## src/design/lprd_pkg.sv

```systemverilog
// Shared types and codes for the length-prefixed record deframer.
// No dependencies; compile first.
package lprd_pkg;

  // Position inside the current record
  typedef enum logic [2:0] {
    PH_NAME_LEN = 3'd0,
    PH_NAME     = 3'd1,
    PH_TIME     = 3'd2,
    PH_DATA_LEN = 3'd3,
    PH_DATA     = 3'd4
  } phase_t;

  // Role of each result beat
  typedef enum logic [2:0] {
    K_ABSORB = 3'd0,
    K_NAME   = 3'd1,
    K_DATA   = 3'd2,
    K_TIME   = 3'd3,
    K_STATUS = 3'd4
  } kind_t;

  // Payload close status
  typedef enum logic [1:0] {
    ST_OK        = 2'd0,
    ST_TRUNCATED = 2'd1,
    ST_MISMATCH  = 2'd2
  } status_t;

  // Item operations
  localparam logic OP_BYTE = 1'b0;
  localparam logic OP_END  = 1'b1;

  localparam int unsigned COUNT_W = 32;
  localparam int unsigned TS_W    = 64;

  // One input beat as held in the input register
  typedef struct packed {
    logic               op;
    logic [7:0]         data_byte;
    logic [COUNT_W-1:0] announced_count;
  } item_t;

  // Handshake between the input register and the core
  typedef struct packed {
    logic  valid;
    item_t item;
  } stage_t;

endpackage

```

## src/design/lprd_if.sv

```systemverilog
// Stream interfaces for the deframer: input item channel and result channel.
// No dependencies.
interface lprd_in_if;
  logic        valid;
  logic        ready;
  logic        op;
  logic [7:0]  data_byte;
  logic [31:0] announced_count;

  modport source (output valid, op, data_byte, announced_count, input ready);
  modport sink   (input valid, op, data_byte, announced_count, output ready);
endinterface

interface lprd_out_if;
  logic        valid;
  logic        ready;
  logic [2:0]  kind;
  logic [7:0]  out_byte;
  logic [63:0] timestamp_ns;
  logic        record_end;
  logic [1:0]  status;
  logic [31:0] record_count;

  modport source (output valid, kind, out_byte, timestamp_ns, record_end, status,
                  record_count, input ready);
  modport sink   (input valid, kind, out_byte, timestamp_ns, record_end, status,
                  record_count, output ready);
endinterface

```

## src/design/lprd_in_reg.sv

```systemverilog
// Input register of the deframer: one item beat per cycle if drained.
// Depends on lprd_pkg and lprd_in_if.
module lprd_in_reg (
  input  logic           clk,
  input  logic           rst,
  lprd_in_if.sink        item,
  input  logic           take,
  output lprd_pkg::stage_t stage
);
  import lprd_pkg::*;

  logic  valid;
  item_t held;

  // Accept whenever the register is empty or being drained this cycle
  assign item.ready = !valid || take;

  // Hold the beat until the core takes it
  always_ff @(posedge clk) begin
    if (rst) begin
      valid <= 1'b0;
    end else if (item.ready) begin
      valid <= item.valid;
    end
  end

  always_ff @(posedge clk) begin
    if (item.ready && item.valid) begin
      held.op              <= item.op;
      held.data_byte       <= item.data_byte;
      held.announced_count <= item.announced_count;
    end
  end

  assign stage.valid = valid;
  assign stage.item  = held;

endmodule

```

## src/design/lprd_core.sv

```systemverilog
// Deframer core: record state, per-byte decode and the result register.
// Depends on lprd_pkg and lprd_out_if.
module lprd_core (
  input  logic             clk,
  input  logic             rst,
  input  lprd_pkg::stage_t stage,
  output logic             take,
  lprd_out_if.source       result
);
  import lprd_pkg::*;

  // Record state
  phase_t             phase, phase_next;
  logic [31:0]        field_idx, field_idx_next;
  logic [15:0]        label_len, label_len_next;
  logic [TS_W-1:0]    ts_acc, ts_acc_next;
  logic [31:0]        body_len, body_len_next;
  logic [COUNT_W-1:0] completed, completed_next;

  // Result register
  logic               out_valid;
  kind_t              kind, kind_next;
  logic [7:0]         obyte, obyte_next;
  logic [TS_W-1:0]    ts_out, ts_out_next;
  logic               rend, rend_next;
  status_t            status, status_next;
  logic [COUNT_W-1:0] cnt, cnt_next;

  logic [31:0]        idx_inc;
  logic [COUNT_W-1:0] completed_inc;
  logic [7:0]         b;
  logic               advance;

  assign b             = stage.item.data_byte;
  assign idx_inc       = field_idx + 32'd1;
  assign completed_inc = (completed == '1) ? completed : completed + COUNT_W'(1);

  // Result register frees up when empty or taken this cycle
  assign advance = !out_valid || result.ready;
  assign take    = advance;

  // Decode one item against the current record state
  always_comb begin
    phase_next     = phase;
    field_idx_next = field_idx;
    label_len_next = label_len;
    ts_acc_next    = ts_acc;
    body_len_next  = body_len;
    completed_next = completed;
    kind_next      = K_ABSORB;
    obyte_next     = 8'd0;
    ts_out_next    = '0;
    rend_next      = 1'b0;
    status_next    = ST_OK;
    cnt_next       = completed;

    if (stage.item.op == OP_END) begin
      kind_next = K_STATUS;
      if (!(phase == PH_NAME_LEN && field_idx == 32'd0)) begin
        status_next = ST_TRUNCATED;
      end else if (completed != stage.item.announced_count) begin
        status_next = ST_MISMATCH;
      end
      cnt_next       = completed;
      phase_next     = PH_NAME_LEN;
      field_idx_next = 32'd0;
      label_len_next = 16'd0;
      ts_acc_next    = '0;
      body_len_next  = 32'd0;
      completed_next = '0;
    end else begin
      case (phase)
        PH_NAME: begin
          kind_next  = K_NAME;
          obyte_next = b;
          if (idx_inc >= {16'd0, label_len}) begin
            phase_next     = PH_TIME;
            field_idx_next = 32'd0;
            ts_acc_next    = '0;
          end else begin
            field_idx_next = idx_inc;
          end
        end
        PH_TIME: begin
          ts_acc_next = ts_acc | (TS_W'(b) << {field_idx[2:0], 3'b000});
          if (field_idx[2:0] == 3'd7) begin
            kind_next      = K_TIME;
            ts_out_next    = ts_acc_next;
            phase_next     = PH_DATA_LEN;
            field_idx_next = 32'd0;
            body_len_next  = 32'd0;
          end else begin
            field_idx_next = idx_inc;
          end
        end
        PH_DATA_LEN: begin
          body_len_next = body_len | (32'(b) << {field_idx[1:0], 3'b000});
          if (field_idx[1:0] == 2'd3) begin
            field_idx_next = 32'd0;
            if (body_len_next == 32'd0) begin
              // Empty data: the length field closes the record
              rend_next      = 1'b1;
              completed_next = completed_inc;
              phase_next     = PH_NAME_LEN;
            end else begin
              phase_next = PH_DATA;
            end
          end else begin
            field_idx_next = idx_inc;
          end
        end
        PH_DATA: begin
          kind_next  = K_DATA;
          obyte_next = b;
          if (idx_inc == body_len) begin
            rend_next      = 1'b1;
            completed_next = completed_inc;
            phase_next     = PH_NAME_LEN;
            field_idx_next = 32'd0;
          end else begin
            field_idx_next = idx_inc;
          end
        end
        default: begin
          // Name length, low byte then high byte
          if (field_idx == 32'd0) begin
            label_len_next = {8'd0, b};
            field_idx_next = 32'd1;
          end else begin
            label_len_next = label_len | {b, 8'd0};
            field_idx_next = 32'd0;
            ts_acc_next    = '0;
            phase_next     = (label_len_next == 16'd0) ? PH_TIME : PH_NAME;
          end
        end
      endcase
      cnt_next = completed_next;
    end
  end

  // Advance state and load the result when the held item moves on
  always_ff @(posedge clk) begin
    if (rst) begin
      phase     <= PH_NAME_LEN;
      field_idx <= 32'd0;
      label_len <= 16'd0;
      ts_acc    <= '0;
      body_len  <= 32'd0;
      completed <= '0;
      out_valid <= 1'b0;
    end else if (advance) begin
      out_valid <= stage.valid;
      if (stage.valid) begin
        phase     <= phase_next;
        field_idx <= field_idx_next;
        label_len <= label_len_next;
        ts_acc    <= ts_acc_next;
        body_len  <= body_len_next;
        completed <= completed_next;
      end
    end
  end

  always_ff @(posedge clk) begin
    if (advance && stage.valid) begin
      kind   <= kind_next;
      obyte  <= obyte_next;
      ts_out <= ts_out_next;
      rend   <= rend_next;
      status <= status_next;
      cnt    <= cnt_next;
    end
  end

  assign result.valid        = out_valid;
  assign result.kind         = kind;
  assign result.out_byte     = obyte;
  assign result.timestamp_ns = ts_out;
  assign result.record_end   = rend;
  assign result.status       = status;
  assign result.record_count = cnt;

`ifndef ASSERT_OFF
  a_rend_kind: assert property (@(posedge clk) disable iff (rst)
    out_valid && rend |-> kind == K_DATA || kind == K_ABSORB)
    else $error("record end on a beat that cannot close a record");

  a_status_kind: assert property (@(posedge clk) disable iff (rst)
    out_valid && status != ST_OK |-> kind == K_STATUS)
    else $error("non-ok status outside a status beat");

  a_end_clears: assert property (@(posedge clk) disable iff (rst)
    advance && stage.valid && stage.item.op == OP_END |=>
      phase == PH_NAME_LEN && field_idx == 32'd0 && completed == '0)
    else $error("end of payload did not clear record state");

  a_len_idx: assert property (@(posedge clk) disable iff (rst)
    phase == PH_NAME_LEN |-> field_idx <= 32'd1)
    else $error("name length index out of range");

  a_count_step: assert property (@(posedge clk) disable iff (rst)
    advance && stage.valid && stage.item.op == OP_BYTE && rend_next |=>
      completed == $past(completed_inc))
    else $error("record count not advanced on record end");
`endif

endmodule

```

## src/design/length_prefixed_record_deframer.sv

```systemverilog
// Top level of the length-prefixed record deframer.
// Depends on lprd_pkg, lprd_if, lprd_in_reg and lprd_core.
//
// Usage:
//   item   : input channel, one payload byte (op 0) or an end-of-payload beat
//            (op 1, with announced_count) per accepted beat.
//   result : exactly one result beat per item: a tagged name or data byte,
//            an absorbed length/timestamp byte, the finished timestamp, or the
//            payload status with the record count.
// Path: an accepted item is held in the input register, then decoded into
//   the result register, where its result is valid until it is taken.
// Throughput: one item per cycle while result.ready is high; decode of a byte
//   is a single pass of logic between the two registers.
// Stalls: while result.ready is low the result register holds, the input
//   register fills, and item.ready drops only once both are occupied; no
//   beat is lost or repeated.
// Reset: synchronous, active high; both registers empty, record state back
//   to expecting a name length with the record count at zero.
module length_prefixed_record_deframer (
  input  logic       clk,
  input  logic       rst,
  lprd_in_if.sink    item,
  lprd_out_if.source result
);
  import lprd_pkg::*;

  stage_t stage;
  logic   take;

  lprd_in_reg u_in_reg (
    .clk   (clk),
    .rst   (rst),
    .item  (item),
    .take  (take),
    .stage (stage)
  );

  lprd_core u_core (
    .clk    (clk),
    .rst    (rst),
    .stage  (stage),
    .take   (take),
    .result (result)
  );

endmodule
```

## src/flat_wrapper.sv

```systemverilog
// flat-port wrapper written by rule: the top's interface ports become plain ports
module length_prefixed_record_deframer_flat import lprd_pkg::*;
  (clk, rst, item_valid, item_op, item_data_byte, item_announced_count, item_ready, result_valid, result_kind, result_out_byte, result_timestamp_ns, result_record_end, result_status, result_record_count, result_ready);
  lprd_in_if item_i ();
  lprd_out_if result_i ();
  input  logic clk;
  input  logic rst;
  input wire logic [$bits(item_i.valid)-1:0] item_valid;
  input wire logic [$bits(item_i.op)-1:0] item_op;
  input wire logic [$bits(item_i.data_byte)-1:0] item_data_byte;
  input wire logic [$bits(item_i.announced_count)-1:0] item_announced_count;
  output wire logic [$bits(item_i.ready)-1:0] item_ready;
  output wire logic [$bits(result_i.valid)-1:0] result_valid;
  output wire logic [$bits(result_i.kind)-1:0] result_kind;
  output wire logic [$bits(result_i.out_byte)-1:0] result_out_byte;
  output wire logic [$bits(result_i.timestamp_ns)-1:0] result_timestamp_ns;
  output wire logic [$bits(result_i.record_end)-1:0] result_record_end;
  output wire logic [$bits(result_i.status)-1:0] result_status;
  output wire logic [$bits(result_i.record_count)-1:0] result_record_count;
  input wire logic [$bits(result_i.ready)-1:0] result_ready;
  assign item_i.valid = item_valid;
  assign item_i.op = item_op;
  assign item_i.data_byte = item_data_byte;
  assign item_i.announced_count = item_announced_count;
  assign item_ready = item_i.ready;
  assign result_valid = result_i.valid;
  assign result_kind = result_i.kind;
  assign result_out_byte = result_i.out_byte;
  assign result_timestamp_ns = result_i.timestamp_ns;
  assign result_record_end = result_i.record_end;
  assign result_status = result_i.status;
  assign result_record_count = result_i.record_count;
  assign result_i.ready = result_ready;
  length_prefixed_record_deframer u_core (.clk(clk), .rst(rst), .item(item_i), .result(result_i));
endmodule
```

## config.mk

```make
export PLATFORM = sky130hd
export DESIGN_NAME = length_prefixed_record_deframer_flat
export DESIGN_NICKNAME = d
export VERILOG_FILES = /design/src/design/lprd_pkg.sv /design/src/design/lprd_if.sv /design/src/design/lprd_in_reg.sv /design/src/design/lprd_core.sv /design/src/design/length_prefixed_record_deframer.sv /design/src/flat_wrapper.sv
export SDC_FILE = /design/constraint.sdc
export NUM_CORES = 1
export LEC_CHECK = 0
export ABC_AREA = 0
export ABC_CLOCK_PERIOD_IN_PS = 4530
export BUFFER_PORTS_ARGS = -buffer_cell sky130_fd_sc_hd__buf_2
export CORE_MARGIN = 8
export CORE_UTILIZATION = 49
export CTS_BUF_LIST = sky130_fd_sc_hd__clkbuf_2
export DETAILED_ROUTE_END_ITERATION = 10
export PLACE_DENSITY = 0.67
export SYNTH_ARGS = -nofsm -noshare
export SYNTH_HDL_FRONTEND = slang
export SYNTH_SLANG_ARGS = --single-unit
```

## constraint.sdc

```tcl
create_clock -name clk -period 4.53 [get_ports clk]
set_clock_uncertainty 0.05 [all_clocks]
set_input_delay 0.2265 -clock clk [delete_from_list [all_inputs] [get_ports clk]]
set_output_delay 0.2265 -clock clk [all_outputs]
set_load 0.1 [all_outputs]
```

* Yosys cells after proc, flatten, opt, wreduce, memory -nomap -nowiden
Index checks and enable logic that the tools add are counted.
Word-level totals: register bits 332, output and inout port bits 112, input bits 45, word-level logic and storage cells 110
Operators by class: add/sub/neg operators 2, shift-type cells 2, $lt $le $gt $ge 1, equality and inequality tests 17, reduce and logical (&&, ||, !) cells 23, bitwise logic cells 6, multiplexer cells 41
Operator list (number):
- $mux W32 | 13
- $mux W64 | 3
- $pmux W64 S3 | 1
- $pmux W32 S2 | 2
- $pmux W32 S4 | 1
- $add A32 B1 Y32 const B | 2
- $logic_not A32 Y1 | 2
- $or A64 B64 Y64 | 1
- $shl A8 B6 Y64 | 1
- $mux W16 | 3
- $eq A32 B32 Y1 | 1
- $eq A32 B32 Y1 const B | 1
- $ge A32 B16 Y1 | 1
- $ne A32 B32 Y1 | 1
- $or A32 B32 Y32 | 1
- $shl A8 B5 Y32 | 1
- $mux W3 | 7
- $logic_not A16 Y1 | 1
- $or A16 B16 Y16 | 1
- $ne A3 B2 Y1 const B | 4
- $pmux W3 S4 | 1
- $reduce_and A7 Y1 | 1
- $eq A3 B2 Y1 const B | 2
- $eq A3 B3 Y1 const B | 2
- other kinds (22) | 38

* Logic depth before layout (Yosys ltp)
depth in word-level cells 7, gate-level depth with buffers 17, gate-level depth less buffers 14

* Cells and area by module
A second synthesis with hierarchy kept.
Unflattened totals: cell total of the unflattened synthesis 1755, area, all modules 16403.2 um^2
By module, submodules not included:
- lprd_core | seq. area each 6906.6 um^2, times used 1, area each 15109.5 um^2, cells an instance 1708
- lprd_in_reg | seq. area each 1251.2 um^2, times used 1, area each 1293.7 um^2, cells an instance 47

* Least setup slack after synthesis
No wires, ideal clock.
kind register to register, start point reg u_core.u_core.out_valid, in the netlist u_core.u_core.result.valid, end point reg u_core.u_core.completed[1], arrival time 5.318 ns, period minus slack after synthesis 5.499 ns, data required time 4.349 ns, buffers on the path 2, setup time 0.131 ns, cell stages (with the launch flop) 9, path slack -0.969 ns, cells stage by stage dfxtp_1 -> nor2b_1 -> nand2b_1 -> inv_1 -> clkbuf_1 -> buf_1 -> o31ai_1 -> nand3_1 -> o41ai_1
Between the ends: longest elaborated chain between the ends 3
RTL lines:
- start, declared | line lprd_core.sv:21 | logic out_valid;
- start signal, assigned | line lprd_core.sv:152 | out_valid <= stage.valid;
- $logic_not A1 Y1 | line lprd_core.sv:39 | assign advance = !out_valid || result.ready;
- $logic_or A1 B1 Y1 | line lprd_core.sv:39
- $reduce_and A2 Y1 (no source line)
- end signal, assigned | line lprd_core.sv:159 | completed <= completed_next;
- end, declared | line lprd_core.sv:18 | logic [COUNT_W-1:0] completed, completed_next;
No other way between the ends. A chain may end at the register's enable or synchronous reset.

* Worst setup path after layout
start point reg u_core.u_core.field_idx[1], end point reg u_core.u_core.ts_acc[13]
Between the ends: longest elaborated chain between the ends 4, elaborated cells on any way between the ends 10, classes of those cells 1 x add/sub; 1 x order compare; 2 x eq/ne; 1 x shift; 2 x mux; 1 x bitwise; 2 x reduce/logical
RTL lines:
- start, declared | line lprd_core.sv:14 | logic [31:0] field_idx, field_idx_next;
- start signal, assigned | line lprd_core.sv:155 | field_idx <= field_idx_next;
- $add A32 B1 Y32 / $shl A8 B6 Y64 (equally long branches) | line lprd_core.sv:35, lprd_core.sv:85
- $ge A32 B16 Y1 / $or A64 B64 Y64 (equally long branches) | line lprd_core.sv:76, lprd_core.sv:85
- $ne A3 B2 Y1 (no source line) / $pmux W64 S3 (equally long branches)
- $reduce_and A5 Y1 (no source line) / $mux W64 (equally long branches)
- end signal, assigned | line lprd_core.sv:157 | ts_acc <= ts_acc_next;
- end, declared | line lprd_core.sv:16 | logic [TS_W-1:0] ts_acc, ts_acc_next;
Several ways; a longest one is shown, not always the timed one.

==> impl_results.md <==
- Post-synth EDFFs: 151
- Period minus WS final: 4.39 ns
- Fraction of layout cells with a size suffix above 1: 20.3%
- Register area: 0.00817 mm2
- Via count: 15200
- Grt peak-use layer: met2
- Clock transition at the registers of the reported paths: 0.12 ns
- Initial DRC count: 1505
- Predominant post-synthesis flop cell: dfxtp_1
- Yosys warning total: 0
- I/O Buffers: 156
- Syn Inst Count: 1792
- Final non-filler cell total: 2593
- Grt met3 use: 5.15%
- Worst hold path class: in2reg
- Multi-input logic area: 0.00792 mm2
- Worst-Margin Slew: 1.16 ns
- Sequential share of the synthesized area: 48.4%
- Util after Layout: 58.9%
- Row count: 68
- Fmax achieved: 0.228 GHz
- Largest net degree at the start of global routing: 102
- First-pass GRT wire length: 83500 um
- Arrival time at the worst endpoint: 5.22 ns
- Combinational group share of total power: 12.4%
- Synth async-reset ratio: 0%
- HPWL Detailed: 37300 um
- Final wirelength: 54500 um
- Overall Global Routing Usage: 25.6%
- Antenna violations before repair: 2
- Core area: 0.0342 mm2
- Cell variety after synth: 84
- DIE WIDTH: 201 um
- FF+latch count, synth: 332
- Number of global-route vias before repair: 14300
- Worst skew pair latency: 1.01 ns
- Internal cell power: 4.32 mW
- Clock power frac: 35.5%
- Synthesized cell area: 0.0168 mm2
- Vias per cell: 5.85
- Worst vdd ir: 0.224 mV
- CP endpoint kind: flip-flop
- Root buffer cell: clkbuf_2
- Die height: 201 um
- Drt drc: 0
- H-tree depth: 3
- Met1 Resource Use GR: 34.9%
- CTS tree: built
- CP Data Required Time: 5.36 ns
- Max_cap viols: 0
- Sw Ratio: 30.8%
- Worst Setup Start Kind: flip-flop
- Final setup fails: 0
- Antenna Nets Post-Route: 0
- Starting Density: 49.3%
- Period Utilization, post-route: 96.9%
- Total congestion overflow: 0
- Cell count after placement: 2337
- IO Pins: 157
- Nets: 2129
- Psw: 1.92 mW
- Die area: 0.0406 mm2
- WS Path Type: reg2reg
- Endpoints failing hold: 0
- Commonest non-fill, non-tap cell in the layout: nor2_1
- Final hold slack: 0.275 ns
- Routed len/inst: 21.0 um
- Pwr Total: 6.23 mW
- Commonest cells after routing, fill and taps aside: nor2_1, dfxtp_1, buf_2
- Clock sinks: 332
- Syn Area/Cell: 9.40 um2
- Worst-case clock buffer depth: 3
- Leakage: 7.63 nW
- Met2 usage: 40.1%
- Relative slew slack: 22.8%
- Fin. max-slew vios: 0
- CTS Buf Count: 85
- Fill count: 3099
- Status: completed
- Critical Path Fanout Max: 16
- Synth-to-layout area growth: 19.6%
- GP Congestion: 0.967
- Reg power frac: 52.2%
- Pwr/cell area: 309 mW/mm2
- Syn nets: 1858
- First-pass DRT Iterations: 6
## synth_stat cells (11+ instances only)
master,number,area share [%]
and4_1,11,0.57
nor4_1,39,1.4
buf_2,31,0.92
nand2_1,117,2.6
nor2_1,258,5.7
buf_1,19,0.42
nand4_1,34,1.3
a21o_1,13,0.58
xnor2_1,77,4.0
nor4b_1,35,1.8
o21ai_0,54,1.6
a31oi_1,127,4.7
o21a_1,33,1.5
nand3_1,59,1.8
and3_1,24,0.89
xor2_1,34,1.8
inv_1,46,1.0
nand2b_1,17,0.63
dfxtp_1,181,22
nor2b_1,42,1.6
and2_1,20,0.74
ha_1,21,1.6
clkbuf_1,91,2.0
nor3_1,20,0.59
a21oi_1,58,1.7
edfxtp_1,151,27
## metrics by stage
stage / cell area [um2] / setup TNS (ns) / worst slack (ns)
2_1_floorplan: 16900 / 0 / 0.333
3_3_place_gp: 18300 / 0 / 0.127
3_5_place_dp: 18300 / 0 / 0.0658
4_1_cts: 20000 / 0 / 0.0223
5_1_grt: 20100 / -0.0289 / -0.0138
6_report: 20100 / 0 / 0.140
## state kept, by name, indices dropped and copies added (netlist names)
register,flops
u_core.u_core.result.out_byte,8
u_core.u_core.result.status,2
u_core.u_core.label_len,16
u_core.u_core.body_len,32
u_core.u_core.ts_acc,64
u_core.u_core.result.record_count,32
u_core.u_core.result.timestamp_ns,64
u_core.u_core.result.valid,1
u_core.u_core.field_idx,32
u_core.u_core.result.kind,3
u_core.u_core.result.record_end,1
u_core.u_in_reg.stage,41
u_core.u_core.completed,32
u_core.u_core.phase,3
u_core.u_in_reg.valid,1
## final timing paths
path | startpoint | end | slack [ns] | cells after the start
hold reg to reg | u_core.u_core.ts_acc[40] | u_core.u_core.ts_acc[40] | 0.43 | 1
hold / removal | rst | u_core.u_core.field_idx[5] | 0.27 | 3
setup / recovery | u_core.u_core.field_idx[1] | u_core.u_core.ts_acc[13] | 0.14 | 17
setup reg to reg | u_core.u_core.field_idx[1] | u_core.u_core.ts_acc[13] | 0.14 | 17
## power by group through the flow
stage          combinational (mW)  sequential [mW]  clock [mW]
2_1_floorplan               0.211             3.63           0
3_3_place_gp                0.689             3.32           0
3_5_place_dp                0.694             3.32           0
4_1_cts                     0.755             3.25        2.27
5_1_grt                     0.804             3.26        2.41
6_report                    0.771             3.25        2.21
## logic make-up after synthesis
kind of cell	after synthesis	synth area share (%)
compound gates	386	15.5
xor+xnor	115	6.30
fa+ha+maj	22	1.62
buf+inv	197	4.86
flops	332	48.4
mux	6	0.371
simple gates	734	22.9
## timing repair
item	4_1_cts	5_1_grt
endpoints found under the hold margin	65	0
resized for setup	0	13
setup buffers	0	1
hold buffers	90	0
endpoints found under the setup margin	0	92
## layer usage
layer  part of all wire, %  vias to the layer above
li1                      -                     7141
met1                    44                     7295
met2                    46                      630
met3                   7.2                       95
met4                   2.3                        0
met5                     0                        -
## area by class of cell
type	instances	share of cell area (%)
flip-flops and latches	332	40.6
clock inverters	32	1.07
inverters	46	0.882
multi-input cells	1263	39.3
repair buffers	335	12.2
diodes	5	0.0621
clock buffers	125	3.11
well taps	455	2.83
## critical path, stage by stage (launching register included)
cell       delay (ns)
dfxtp_1          0.37
ha_2             0.23
buf_4            0.14
nand3_2          0.11
nor4_4           0.29
xnor2_1          0.17
inv_1            0.07
ha_1             0.29
a21o_1           0.16
a2111oi_1        0.37
o211ai_1         0.14
or4_1            0.57
a2111oi_4        0.29
buf_4            0.21
o31ai_4          0.09
a31oi_4          0.38
clkbuf_16        0.25
nor2b_1          0.12
No activity file was read; power rests on OpenSTA's default activity.
